$ cat config.mk
export PLATFORM = sky130hd
export DESIGN_NAME = spectrum_count_weighting
export DESIGN_NICKNAME = d
export VERILOG_FILES = /design/src/design/scw_pkg.sv /design/src/design/spectrum_count_weighting.sv /design/src/design/scw_front.sv /design/src/design/scw_queue.sv /design/src/design/scw_back.sv
export SDC_FILE = /design/constraint.sdc
export NUM_CORES = 1
export LEC_CHECK = 0
export BUFFER_PORTS_ARGS = -buffer_cell sky130_fd_sc_hd__buf_2
export CAP_MARGIN = 10
export CORE_UTILIZATION = 36
export DETAILED_ROUTE_END_ITERATION = 10
export HOLD_SLACK_MARGIN = 0.15
export PLACE_DENSITY_LB_ADDON = 0.3
export SYNTH_ARGS = -nofsm -noshare
export SYNTH_HDL_FRONTEND = slang
export SYNTH_HIERARCHICAL = 1
export SYNTH_SLANG_ARGS = --single-unit
$ cat constraint.sdc
create_clock -name clk -period 4.45 [get_ports clk]
set_clock_uncertainty 0.15 [all_clocks]
set_input_delay 0.2225 -clock clk [delete_from_list [all_inputs] [get_ports clk]]
set_output_delay 0.2225 -clock clk [all_outputs]
set_load 0.01 [all_outputs]
$ cat src/design/scw_pkg.sv
// Shared types, constants and widths for the spectrum count weighting block.
package scw_pkg;

    localparam int COUNT_BITS  = 32;
    localparam int FRAC_BITS   = 16;
    localparam int THRESH_BITS = 32;
    localparam int WEIGHT_BITS = (COUNT_BITS + 1) / 2 + FRAC_BITS + 1;

    // job operand: a three-point sum needs two bits of headroom
    localparam int VAL_W  = COUNT_BITS + 2;
    localparam int CMP_W  = (COUNT_BITS > THRESH_BITS) ? COUNT_BITS : THRESH_BITS;
    // root iterations and radicand width (radicand = operand << 2*FRAC_BITS)
    localparam int ITER   = (COUNT_BITS + 3) / 2 + FRAC_BITS;
    localparam int ITER_W = $clog2(ITER);
    localparam int RAD_W  = 2 * ITER;
    localparam int REM_W  = ITER + 2;

    localparam int QUEUE_DEPTH = 4;
    localparam int QPTR_W      = $clog2(QUEUE_DEPTH);
    localparam int QCNT_W      = QPTR_W + 1;

    localparam logic [THRESH_BITS-1:0] THRESH_RESET = THRESH_BITS'(25);
    localparam logic [ITER-1:0]        ONE_WEIGHT   = ITER'(1) << FRAC_BITS;

    // configuration register indexes
    localparam logic CFG_MODE   = 1'b0;
    localparam logic CFG_THRESH = 1'b1;

    typedef enum logic [1:0] {
        MODE_PLAIN    = 2'd0,
        MODE_PLUS_ONE = 2'd1,
        MODE_PM       = 2'd2
    } mode_t;

    typedef enum logic [1:0] {
        JOB_ONE  = 2'd0,  // weight is exactly 1.0
        JOB_ROOT = 2'd1,  // sqrt of operand
        JOB_AVG  = 2'd2   // sqrt of operand / 3
    } job_kind_t;

    typedef struct packed {
        job_kind_t        kind;
        logic [VAL_W-1:0] val;
        logic             last;
    } job_t;

    typedef enum logic [1:0] {
        BK_IDLE  = 2'd0,
        BK_CALC  = 2'd1,
        BK_FLUSH = 2'd2
    } back_state_t;

endpackage

$ cat src/design/spectrum_count_weighting.sv
// Top level: spectrum channel count weighting (plain, plus-one and Phillips-Marlow).
// Top-level weights come out one job at a time, paced by the bit-serial square root in the
// back end; weights of exactly 1.0 skip the root iterations.
// Inputs are queued as jobs while the back end is busy, so a weight can wait behind earlier jobs.
// Phillips-Marlow mode emits each weight one input later; the last input yields two.
// Reset (rst_n, async, active low): mode 2, threshold 25, queue empty, nothing held.
module spectrum_count_weighting
    import scw_pkg::*;
(
    input  logic                   clk,
    input  logic                   rst_n,
    input  logic                   cfg_write,
    input  logic                   cfg_index,
    input  logic [THRESH_BITS-1:0] cfg_data,
    input  logic                   in_valid,
    output logic                   in_ready,
    input  logic [COUNT_BITS-1:0]  count_value,
    input  logic                   is_last,
    output logic                   out_valid,
    input  logic                   out_ready,
    output logic [WEIGHT_BITS-1:0] weight,
    output logic                   last_weight
);

    logic push;
    job_t push_job;
    logic q_full;
    logic pop;
    job_t pop_job;
    logic q_empty;

    scw_front u_front (
        .clk         (clk),
        .rst_n       (rst_n),
        .cfg_write   (cfg_write),
        .cfg_index   (cfg_index),
        .cfg_data    (cfg_data),
        .in_valid    (in_valid),
        .in_ready    (in_ready),
        .count_value (count_value),
        .is_last     (is_last),
        .push        (push),
        .push_job    (push_job),
        .q_full      (q_full)
    );

    scw_queue u_queue (
        .clk      (clk),
        .rst_n    (rst_n),
        .push     (push),
        .push_job (push_job),
        .full     (q_full),
        .pop      (pop),
        .pop_job  (pop_job),
        .empty    (q_empty)
    );

    scw_back u_back (
        .clk         (clk),
        .rst_n       (rst_n),
        .q_empty     (q_empty),
        .q_job       (pop_job),
        .pop         (pop),
        .out_valid   (out_valid),
        .out_ready   (out_ready),
        .weight      (weight),
        .last_weight (last_weight)
    );

endmodule

$ cat src/design/scw_front.sv
// Front end: config registers, channel history and job classification.
module scw_front
    import scw_pkg::*;
(
    input  logic                   clk,
    input  logic                   rst_n,
    input  logic                   cfg_write,
    input  logic                   cfg_index,
    input  logic [THRESH_BITS-1:0] cfg_data,
    input  logic                   in_valid,
    output logic                   in_ready,
    input  logic [COUNT_BITS-1:0]  count_value,
    input  logic                   is_last,
    output logic                   push,
    output job_t                   push_job,
    input  logic                   q_full
);

    mode_t                  mode_reg;
    logic [THRESH_BITS-1:0] thr_reg;
    logic [COUNT_BITS-1:0]  before_reg;
    logic [COUNT_BITS-1:0]  held_reg;
    logic                   held_valid_reg;
    logic                   first_reg;
    logic                   pend_valid_reg;
    job_t                   pend_job_reg;

    logic                   in_fire;
    logic                   mid_big;
    logic                   held_big;
    logic [VAL_W-1:0]       sum;
    job_t                   job_held;
    job_t                   job_edge;
    job_t                   first_job;
    logic                   has_job;

    assign in_ready = !pend_valid_reg && !q_full;
    assign in_fire  = in_valid && in_ready;

    always_comb
    begin
        mid_big  = CMP_W'(count_value) >= CMP_W'(thr_reg);
        held_big = CMP_W'(held_reg) >= CMP_W'(thr_reg);
        sum      = VAL_W'(before_reg) + VAL_W'(held_reg) + VAL_W'(count_value);

        // held channel, now that its right neighbor is known
        job_held.last = 1'b0;
        job_held.val  = sum;
        if (held_big)
        begin
            job_held.kind = JOB_ROOT;
            job_held.val  = VAL_W'(held_reg);
        end
        else if (first_reg || sum < VAL_W'(3))
        begin
            job_held.kind = JOB_ONE;
        end
        else
        begin
            job_held.kind = JOB_AVG;
        end

        // final channel is an edge channel
        job_edge.last = 1'b1;
        job_edge.val  = VAL_W'(count_value);
        job_edge.kind = mid_big ? JOB_ROOT : JOB_ONE;

        first_job.kind = JOB_ROOT;
        first_job.last = is_last;
        first_job.val  = VAL_W'(count_value);
        has_job        = 1'b1;
        case (mode_reg)
            MODE_PM:
            begin
                first_job = held_valid_reg ? job_held : job_edge;
                has_job   = held_valid_reg || is_last;
            end
            MODE_PLUS_ONE:
            begin
                first_job.val = VAL_W'(count_value) + VAL_W'(1);
            end
            default:
            begin
                first_job.val = VAL_W'(count_value);
            end
        endcase

        push     = pend_valid_reg ? !q_full : (in_fire && has_job);
        push_job = pend_valid_reg ? pend_job_reg : first_job;
    end

    always_ff @(posedge clk or negedge rst_n)
    begin
        if (!rst_n)
        begin
            mode_reg       <= MODE_PM;
            thr_reg        <= THRESH_RESET;
            held_valid_reg <= 1'b0;
            first_reg      <= 1'b1;
            pend_valid_reg <= 1'b0;
        end
        else
        begin
            if (cfg_write)
            begin
                if (cfg_index == CFG_MODE)
                begin
                    mode_reg       <= mode_t'(cfg_data[1:0]);
                    held_valid_reg <= 1'b0;
                    first_reg      <= 1'b1;
                end
                else
                begin
                    thr_reg <= cfg_data;
                end
            end
            if (pend_valid_reg && !q_full)
            begin
                pend_valid_reg <= 1'b0;
            end
            if (in_fire)
            begin
                if (mode_reg == MODE_PM)
                begin
                    if (is_last)
                    begin
                        held_valid_reg <= 1'b0;
                        first_reg      <= 1'b1;
                    end
                    else
                    begin
                        held_valid_reg <= 1'b1;
                        if (held_valid_reg)
                        begin
                            first_reg <= 1'b0;
                        end
                    end
                    // two results: the edge job is held in pend_job_reg and pushed once the queue has room
                    if (held_valid_reg && is_last)
                    begin
                        pend_valid_reg <= 1'b1;
                    end
                end
                else
                begin
                    first_reg <= is_last;
                end
            end
        end
    end

    always_ff @(posedge clk)
    begin
        if (in_fire && mode_reg == MODE_PM)
        begin
            if (held_valid_reg)
            begin
                before_reg <= held_reg;
            end
            held_reg     <= count_value;
            pend_job_reg <= job_edge;
        end
    end

endmodule

$ cat src/design/scw_queue.sv
// Small job FIFO between the front end and the root engine.
module scw_queue
    import scw_pkg::*;
(
    input  logic clk,
    input  logic rst_n,
    input  logic push,
    input  job_t push_job,
    output logic full,
    input  logic pop,
    output job_t pop_job,
    output logic empty
);

    job_t              mem [QUEUE_DEPTH];
    logic [QPTR_W-1:0] wr_ptr_reg;
    logic [QPTR_W-1:0] rd_ptr_reg;
    logic [QCNT_W-1:0] cnt_reg;

    assign full    = cnt_reg == QCNT_W'(QUEUE_DEPTH);
    assign empty   = cnt_reg == '0;
    assign pop_job = mem[rd_ptr_reg];

    always_ff @(posedge clk)
    begin
        if (push)
        begin
            mem[wr_ptr_reg] <= push_job;
        end
    end

    always_ff @(posedge clk or negedge rst_n)
    begin
        if (!rst_n)
        begin
            wr_ptr_reg <= '0;
            rd_ptr_reg <= '0;
            cnt_reg    <= '0;
        end
        else
        begin
            if (push)
            begin
                wr_ptr_reg <= wr_ptr_reg + QPTR_W'(1);
            end
            if (pop)
            begin
                rd_ptr_reg <= rd_ptr_reg + QPTR_W'(1);
            end
            if (push && !pop)
            begin
                cnt_reg <= cnt_reg + QCNT_W'(1);
            end
            else if (pop && !push)
            begin
                cnt_reg <= cnt_reg - QCNT_W'(1);
            end
        end
    end

endmodule

$ cat src/design/scw_back.sv
// Back end: bit-serial square root with on-the-fly divide by three, output register.
module scw_back
    import scw_pkg::*;
(
    input  logic                   clk,
    input  logic                   rst_n,
    input  logic                   q_empty,
    input  job_t                   q_job,
    output logic                   pop,
    output logic                   out_valid,
    input  logic                   out_ready,
    output logic [WEIGHT_BITS-1:0] weight,
    output logic                   last_weight
);

    back_state_t            state_reg;
    back_state_t            state_next;
    logic [RAD_W-1:0]       rad_reg;
    logic [REM_W-1:0]       rem_reg;
    logic [ITER-1:0]        root_reg;
    logic [1:0]             drem_reg;
    logic                   avg_reg;
    logic                   last_reg;
    logic [ITER_W-1:0]      iter_reg;
    logic                   out_valid_reg;
    logic [WEIGHT_BITS-1:0] weight_reg;
    logic                   last_weight_reg;

    logic                   out_free;
    logic                   iter_done;
    logic [3:0]             t;
    logic [1:0]             qd;
    logic [1:0]             drem_next;
    logic [1:0]             pair;
    logic [REM_W-1:0]       rem_sh;
    logic [REM_W-1:0]       trial;
    logic                   take;

    assign out_free    = !out_valid_reg || out_ready;
    assign out_valid   = out_valid_reg;
    assign weight      = weight_reg;
    assign last_weight = last_weight_reg;
    assign iter_done   = iter_reg == ITER_W'(ITER - 1);

    // radix-4 digit of (radicand / 3), produced MSB first
    always_comb
    begin
        t = {drem_reg, rad_reg[RAD_W-1 -: 2]};
        if (t >= 4'd9)
        begin
            qd        = 2'd3;
            drem_next = 2'(t - 4'd9);
        end
        else if (t >= 4'd6)
        begin
            qd        = 2'd2;
            drem_next = 2'(t - 4'd6);
        end
        else if (t >= 4'd3)
        begin
            qd        = 2'd1;
            drem_next = 2'(t - 4'd3);
        end
        else
        begin
            qd        = 2'd0;
            drem_next = t[1:0];
        end
        pair   = avg_reg ? qd : rad_reg[RAD_W-1 -: 2];
        rem_sh = {rem_reg[REM_W-3:0], pair};
        trial  = {root_reg, 2'b01};
        take   = rem_sh >= trial;
    end

    always_comb
    begin
        state_next = state_reg;
        pop        = 1'b0;
        case (state_reg)
            BK_IDLE:
            begin
                if (!q_empty)
                begin
                    pop        = 1'b1;
                    state_next = (q_job.kind == JOB_ONE) ? BK_FLUSH : BK_CALC;
                end
            end
            BK_CALC:
            begin
                if (iter_done)
                begin
                    state_next = BK_FLUSH;
                end
            end
            BK_FLUSH:
            begin
                if (out_free)
                begin
                    state_next = BK_IDLE;
                end
            end
            default:
            begin
                state_next = BK_IDLE;
            end
        endcase
    end

    always_ff @(posedge clk or negedge rst_n)
    begin
        if (!rst_n)
        begin
            state_reg     <= BK_IDLE;
            out_valid_reg <= 1'b0;
        end
        else
        begin
            state_reg <= state_next;
            if (state_reg == BK_FLUSH && out_free)
            begin
                out_valid_reg <= 1'b1;
            end
            else if (out_ready)
            begin
                out_valid_reg <= 1'b0;
            end
        end
    end

    always_ff @(posedge clk)
    begin
        case (state_reg)
            BK_IDLE:
            begin
                rad_reg  <= RAD_W'(q_job.val) << (2 * FRAC_BITS);
                rem_reg  <= '0;
                root_reg <= (q_job.kind == JOB_ONE) ? ONE_WEIGHT : '0;
                drem_reg <= 2'd0;
                avg_reg  <= q_job.kind == JOB_AVG;
                last_reg <= q_job.last;
                iter_reg <= '0;
            end
            BK_CALC:
            begin
                rad_reg  <= rad_reg << 2;
                drem_reg <= drem_next;
                iter_reg <= iter_reg + ITER_W'(1);
                if (take)
                begin
                    rem_reg  <= rem_sh - trial;
                    root_reg <= {root_reg[ITER-2:0], 1'b1};
                end
                else
                begin
                    rem_reg  <= rem_sh;
                    root_reg <= {root_reg[ITER-2:0], 1'b0};
                end
            end
            BK_FLUSH:
            begin
                if (out_free)
                begin
                    weight_reg      <= root_reg[WEIGHT_BITS-1:0];
                    last_weight_reg <= last_reg;
                end
            end
            default:
            begin
                iter_reg <= '0;
            end
        endcase
    end

endmodule

## Word-level counts from Yosys, hierarchy flattened

Memories as Yosys holds them, arrays and structs flattened.
Cells that the tools add are included.

| storage, ports and cells | value |
|---|---|
| memories | 1 |
| output and inout port bits | 36 |
| word-level logic and storage cells | 135 |
| register bits after elaboration | 289 |
| bits in writable memories | 148 |
| latch bits | 0 |
| ROM bits | 0 |

| cells by class | value |
|---|---|
| shifts and indexed selects | 0 |
| magnitude comparators | 7 |
| reduce and logical (&&, ||, !) cells | 28 |
| divide/modulo/power cells | 0 |
| bitwise logic cells | 1 |
| multiply operators | 0 |
| equality and inequality tests | 10 |
| add/sub/neg operators | 12 |
| muxes and demuxes | 54 |

Memories:

| name | words | bits a word | rd ports | clocked after Yosys merged registers in | write ports | line | text |
|---|---|---|---|---|---|---|---|
| u_queue.mem | 4 | 37 | 1 | 0 | 1 | scw_queue.sv:15 | `job_t mem [QUEUE_DEPTH];` |

Operator list:

| kind | count |
|---|---|
| $pmux 33 s2 | 2 |
| $pmux 66 s2 | 1 |
| $mux 37 | 2 |
| $pmux 34 s2 | 1 |
| $ge 32x32->1 | 2 |
| $ge 35x35->1 | 1 |
| $add 34x32->34 | 1 |
| $lt 34x2->1 const B | 1 |
| $mux 34 | 1 |
| $add 32x1->33 const B | 1 |
| $add 32x32->33 | 1 |
| $mux 33 | 1 |
| $sub 33x33->33 | 1 |
| $mux 1 | 27 |
| $mux 2 | 13 |
| $mux 17 | 1 |
| $pmux 6 s2 | 1 |
| $logic_and 1x1->1 | 9 |
| $reduce_and 2->1 | 4 |
| $add 6x1->6 const B | 1 |
| $eq 2x2->1 const B | 3 |
| $eq 6x6->1 const B | 1 |
| $mux 3 | 2 |
| $pmux 2 s3 | 1 |
| 20 further kinds | 33 |

## Logic depth before layout (Yosys ltp)

Gate-level depths: netlist of run 1.

| depth | value |
|---|---|
| depth after elaboration | 10 |
| gate-level depth with buffers | 15 |
| gate-level depth less buffers | 15 |

## Modules after synthesis

The synthesis of run 1 kept the hierarchy.

By module, submodules not included:

| module | cells an instance | area each (sq um) | sequential area each (sq um) | instances |
|---|---|---|---|---|
| scw_front | 995 | 9,276.4 | 2,884.0 | 1 |
| scw_back | 768 | 8,035.2 | 4,399.2 | 1 |
| scw_queue | 227 | 5,724.2 | 4,619.4 | 1 |

## Least setup slack after synthesis of run 1

No wires, ideal clock.

| path | value |
|---|---|
| path type | reg-to-reg |
| start point | register, netlist name u_front/pend_job_reg[2] |
| end point | memory u_queue/mem[0][36] in the netlist's numbering, data pin |
| arrival time | 3,830 ps |
| clock period less this slack | 4,262 ps |
| cell stages (with the launch flop) | 16 |
| setup slack | 188 ps |
| required time | 4,018 ps |
| cell sequence | edfxtp_1 -> inv_1 -> fa_1 -> inv_1 -> ha_1 -> fa_1 -> a211oi_2 -> nor2_1 -> xor2_1 -> or4_1 -> or4_1 -> or4_1 -> nor3_2 -> nand4bb_1 -> and4bb_1 -> a31oi_1 |

RTL lines:

| what | line |
|---|---|
| to (decl) | scw_queue.sv:15 |

==> results of run 1 <==
==> layer usage <==
layer  share of wire  vias to the layer above  global-route usage  routed length (um)
li1                -                     7959                   -                   -
met1            0.44                     8155               0.244               26400
met2            0.48                      468               0.316               28300
met3           0.051                      107              0.0226                3010
met4           0.030                        2              0.0664                1790
met5         0.00022                        -                   0                  13
==> cell usage after synthesis, drive strengths merged, types with 15 or more instances <==
library cell,count
fa,34
nand3,58
mux2,41
a211oi,17
nand4,29
xor2,33
a221oi,16
nor3,23
inv,114
ha,144
a31oi,28
dfrtp,42
buf,27
nand2b,16
o22ai,15
and3,20
nand2,231
a21oi,145
edfxtp,357
a21o,47
nor2,119
o21ai,109
mux4,37
nor2b,16
clkbuf,61
xnor2,28
==> cells by family after synthesis <==
kind of cell	synth area share
compound gates	0.136
xor+xnor	0.0232
mux	0.0606
fa+ha+maj	0.108
simple gates	0.119
flops	0.517
buf+inv	0.0364
==> layout make-up <==
cell class | count | area share
sequential | 404 | 0.434
multi-input combinational | 1384 | 0.380
timing repair buffer | 294 | 0.0785
clock buffer | 57 | 0.0434
tap | 846 | 0.0386
inverter | 114 | 0.0157
clock inverter | 22 | 0.00995
antenna | 1 | 0.0000913
==> repair_timing <==
action	CTS	global route
pin swaps	6	5
hold endpoints to repair	142	0
buffers inserted	3	0
hold buffers	74	0
resized for setup	8	6
endpoints found under the setup margin	16	24
==> per-stage QoR <==
| stage | total power [mW] | TNS [ps] | utilization |
|---|---|---|---|
| final | 17.5 | -84.6 | 0.434 |
| after floorplan | 11.6 | 0 | - |
| after global routing | 18.7 | -664 | 0.434 |
| after global placement | 13.6 | -867 | 0.398 |
| after detailed placement | 13.8 | -1240 | 0.398 |
| after CTS | 17.7 | -968 | 0.433 |
==> worst max-delay path: cells and delay by family, from the launching register on <==
kind	cells	cell delay, ps
flops	1	350
fa+ha+maj	3	1010
compound gates	2	330
buf+inv	2	90
simple gates	7	2110
xor+xnor	1	160
==> power by group through the flow <==
| stage | sequential [mW] | combinational (mW) | clock (mW) |
|---|---|---|---|
| after floorplan | 5.99 | 5.58 | 0 |
| after global placement | 6.11 | 7.51 | 0 |
| after detailed placement | 6.14 | 7.62 | 0 |
| after CTS | 6.07 | 7.73 | 3.85 |
| after global routing | 6.18 | 8.53 | 3.98 |
| final | 6.06 | 7.70 | 3.74 |
==> how the worst max path moves through the flow <==
| stage | from | to | slack, ps | cells after the start |
|---|---|---|---|---|
| floorplan | u_front/pend_job_reg[2]$_DFFE_PP_ | u_queue/mem[0][36]$_DFFE_PP_ | 190 | 15 |
| detailed placement | count_value[1] | u_queue/mem[3][36]$_DFFE_PP_ | -250 | 16 |
| finish | u_front/before_reg[1]$_DFFE_PP_ | u_queue/mem[1][36]$_DFFE_PP_ | -20 | 15 |
| global route | u_front/before_reg[1]$_DFFE_PP_ | u_queue/mem[3][36]$_DFFE_PP_ | -170 | 15 |
| CTS | u_front/before_reg[1]$_DFFE_PP_ | u_queue/mem[3][36]$_DFFE_PP_ | -150 | 15 |
| global placement | count_value[1] | u_queue/mem[0][36]$_DFFE_PP_ | -220 | 16 |
==> impl_metrics.ini, run 1 <==
[finish]
postLayoutCellArea_um2 = 27400
final_cell_mix = edfxtp_1 (357), nand2_1 (230), a21oi_1 (144)
final_common_cell = edfxtp_1
drive_gt1_frac = 0.183
largest_reg_flops = 148
nNetsFinal = 2492
finalNonFillerCells = 3122
seq_area_um2 = 11900
fillerInstances = 5892
syn_to_final_growth_pct = 19.0
multiInputGateArea_um2 = 10400

[place]
placed_area_um2 = 25100
io_buffer_count = 106
gp_congestion = 0.876
preCtsSetupSlack_ps = -253
numPlacedInstances = 2965
dp_hpwl_um = 42200

[global_routing]
antenna_found_initial = 2
grt_max_degree = 64
grt_pass1_vias = 17209
grt_pass1_wl_um = 94500
grt_use_total = 0.186
grt_overflow_total = 0

[setup_path]
r2r_start = u_front/before_reg[1]$_DFFE_PP_
startpoint_type = flip-flop
end_kind = flip-flop
r2r_slack_ps = -20
path_class = reg2reg
crit_required_ps = 4620
worstReg2RegEnd = u_queue/mem[1][36]$_DFFE_PP_
cp_max_fo = 4
reg2regPathDepth = 15
cpMaxStageDelayCell = or4_4
critPathMostFrequentCell = or4_4
critPathArrivalTime_ps = 4640
cp_slowest_stage_delay_ps = 530
crit_chain = inv_2 -> fa_1 -> inv_2 -> ha_4 -> fa_2 -> a211oi_2 -> nor2_1 -> xor2_1 -> or4_4 -> or4_4 -> or4_4 -> nor3_4 -> nand4bb_1 -> and4bb_1 -> a31oi_4

[logic_synthesis]
synth-edff-count = 357
synthArstFlopShare = 0.116
synth_flop_cell = edfxtp_1
synth.avg_cell_area_um2 = 11.6
yosysSeqAreaShare = 0.517
ys_ff_latch = 404
yosys.area.top_type = edfxtp_1
synth_top_cell_area_share = 0.465
syn_area_um2 = 23000
syn_nets = 2239
ys.warnings.count = 6
synthesis.instances = 1990
synth_cell_types = 93
synth_area_leaders = edfxtp_1 (47%), ha_1 (7.8%), dfrtp_1 (4.6%)

[power]
comb_power_share = 0.440
power.share.switching = 0.383
seqPwrFrac = 0.346
p_sw_mw = 6.70
cellLeakagePower_nw = 10.8
power.density_nw_per_um2 = 638
vdd_drop_max_mv = 0.410
internal_power_mw = 10.8
pwr-share-clk = 0.214

[die]
core_area_um2 = 63200
ios = 107
die_h_um = 255
num_rows = 92
start_util = 0.365
die_x_um = 255
dieArea_um2 = 65000

[job]
cap_violations = 0

[route]
vias_per_cell = 5.35
route.detailed.drc = 0
first_pass_iters = 6
wirelength_um = 59500
wl_per_cell_um = 19.1
vias = 16691
detail-route-antenna-nets = 0
drt_iter0_markers = 1268

[min_path]
hold_class = in2async

[clocking]
clock-sinks = 404
cts-htree-levels = 2
clock_path_buffers = 3
numCtsBuffers = 45
cts_tree = done
cts.clk_slew.worst_paths_ps = 60
clock_latency_ps = 600
root_buffer = clkbuf_16

[timing]
timing.slew.headroom = 0.310
fmax_ghz = 0.224
hold_viol = 0
grt_setup_unrepaired = true
maxSlewViolCount = 0
setup-violations-final = 4
fin_crit_sh = 1.00
worst_pin_slew_ps = 1030
fin_crit_ps = 4470
fin_ws_ps = -21.2
whs_ps = 172

[outcome]
status = finished with violations
failed_checks = negative setup slack
(Power assumes the default switching activity.)
==> run 2, diff against run 1 <==
Settings changed: CORE_ASPECT_RATIO set to 1.75.
==> run 2 against run 1 <==
  * The flow finishes with violations (design-rule violations, negative setup slack)
  * Count of clock-buffer cells in the layout shrank 4
  * Wire length up 5.8%
  * Clock power decreased by 7.2%
  * Core utilization shrank 0.32 points
  * Power is 0.53% lower
==> impl_metrics.ini, run 2 (synthesis gave the netlist of run 1 again) <==
[power]
power.density_nw_per_um2 = 639
finalPower_mw = 17.4
cellLeakagePower_nw = 10.8
vdd_drop_max_mv = 0.378

[die]
die_x_um = 193
start_util = 0.365
ios = 107
core_area_um2 = 63200
num_rows = 122
die_h_um = 337
dieArea_um2 = 65000

[global_routing]
grt_overflow_total = 0
antenna_found_initial = 1
grt_pass1_wl_um = 98700
grt_use_total = 0.196
grt_max_degree = 94
grt_pass1_vias = 18165

[finish]
antenna_cells = 0
fillerInstances = 5990
syn_to_final_growth_pct = 18.2
final_cell_mix = edfxtp_1 (357), nand2_1 (230), a21oi_1 (143), ha_1 (143), nor2_1 (117)
final_common_cell = edfxtp_1
finalNonFillerCells = 3076
drive_gt1_frac = 0.181
nNetsFinal = 2487
postLayoutCellArea_um2 = 27200
largest_reg_flops = 148

[clocking]
clock-sinks = 404
cts.clk_slew.worst_paths_ps = 70
cts-htree-levels = 2
clock_latency_ps = 590
numCtsBuffers = 40
clock_path_buffers = 3
cts_tree = done
root_buffer = clkbuf_16

[job]
cap_violations = 0

[route]
wl_per_cell_um = 20.5
drt_iter0_markers = 966
first_pass_iters = 10
vias = 16889
route.detailed.drc = 6
vias_per_cell = 5.49
wirelength_um = 62900
detail-route-antenna-nets = 0

[place]
gp_congestion = 0.918
placed_area_um2 = 25100
numPlacedInstances = 2924
preCtsSetupSlack_ps = -406
io_buffer_count = 106
dp_hpwl_um = 46400

[timing]
fin_crit_sh = 1.04
setup-violations-final = 4
fin_ws_ps = -176
fmax_ghz = 0.216
hold_viol = 0
worst_pin_slew_ps = 1130
grt_setup_unrepaired = true
fin_crit_ps = 4630
whs_ps = 206
maxSlewViolCount = 0
timing.slew.headroom = 0.244

[setup_path]
r2r_slack_ps = -180
cp_max_fo = 4
reg2regPathDepth = 15
critPathMostFrequentCell = or4_4
worstSetupStartpoint = u_front/pend_job_reg[2]$_DFFE_PP_
endpoint = u_queue/mem[0][36]$_DFFE_PP_
cp_slowest_stage_delay_ps = 540
end_kind = flip-flop
worstReg2RegEnd = u_queue/mem[0][36]$_DFFE_PP_
startpoint_type = flip-flop
path_class = reg2reg
cpMaxStageDelayCell = or4_4
critPathArrivalTime_ps = 4790
crit_chain = inv_1 -> fa_1 -> inv_1 -> ha_2 -> fa_2 -> a211oi_2 -> nor2_1 -> xor2_1 -> or4_4 -> or4_4 -> or4_4 -> nor3_4 -> nand4bb_1 -> and4bb_1 -> a31oi_4
crit_required_ps = 4610
r2r_start = u_front/pend_job_reg[2]$_DFFE_PP_

[outcome]
failed_checks = design-rule violations, negative setup slack
status = finished with violations

[min_path]
hold_class = in2reg
[run 2: per-stage QoR]
step                      setup TNS (ps)   util
final                               -704  0.431
after global routing               -2550  0.431
after CTS                          -1200  0.430
after detailed placement           -6820  0.396
after global placement             -4020  0.396
after floorplan                        0      -
[run 2: layer usage]
layer | wire (um) | vias to the layer above | GRT usage
met3 | 2330 | 183 | 0.0237
met1 | 22300 | 8296 | 0.194
met4 | 3810 | 0 | 0.118
met2 | 34500 | 482 | 0.386
li1 | - | 7928 | -
met5 | 0 | - | 0
[run 2: worst min-delay path by stage]
stage	start	end	cells past startpoint
after floorplan	rst_n	u_back/out_valid$_DFFE_PN0P_	0
after global placement	rst_n	u_front/thr_reg[28]$_DFFE_PN0P_	1
after detailed placement	rst_n	u_front/thr_reg[29]$_DFFE_PN0P_	1
after CTS	cfg_write	u_front/thr_reg[18]$_DFFE_PN0P_	4
after global routing	cfg_write	u_front/thr_reg[1]$_DFFE_PN0P_	4
final	cfg_write	u_front/thr_reg[1]$_DFFE_PN0P_	4
[run 2: timing repair]
action | in CTS | in global routing
gates resized for setup | 8 | 5
setup endpoints to repair | 32 | 32
pin swaps | 5 | 4
hold endpoints to repair | 130 | 0
buffers inserted | 1 | 2
hold buffers | 75 | 0
[run 2: final cells by class]
cell class / count / area (um^2) / area share
Clock buffer: 53 / 1120 / 0.0412
Clock inverter: 21 / 211 / 0.00777
Inverter: 114 / 430 / 0.0158
Multi-Input combinational cell: 1384 / 10400 / 0.382
Sequential cell: 404 / 11900 / 0.437
Tap cell: 806 / 1010 / 0.0370
Timing Repair Buffer: 294 / 2150 / 0.0791
[run 2: where the power goes]
part	leakage [nW]	internal (mW)	switching, mW
Combinational	6.14	3.05	4.81
Sequential	4.00	5.57	0.508
Clock	0.642	1.97	1.50
[run 2: worst max-delay path, delay by kind of cell, from the launching register on]
kind | cells | cell delay [ps]
simple gates | 7 | 2220
fa+ha+maj | 3 | 1020
flops | 1 | 350
compound gates | 2 | 330
xor+xnor | 1 | 170
buf+inv | 2 | 110
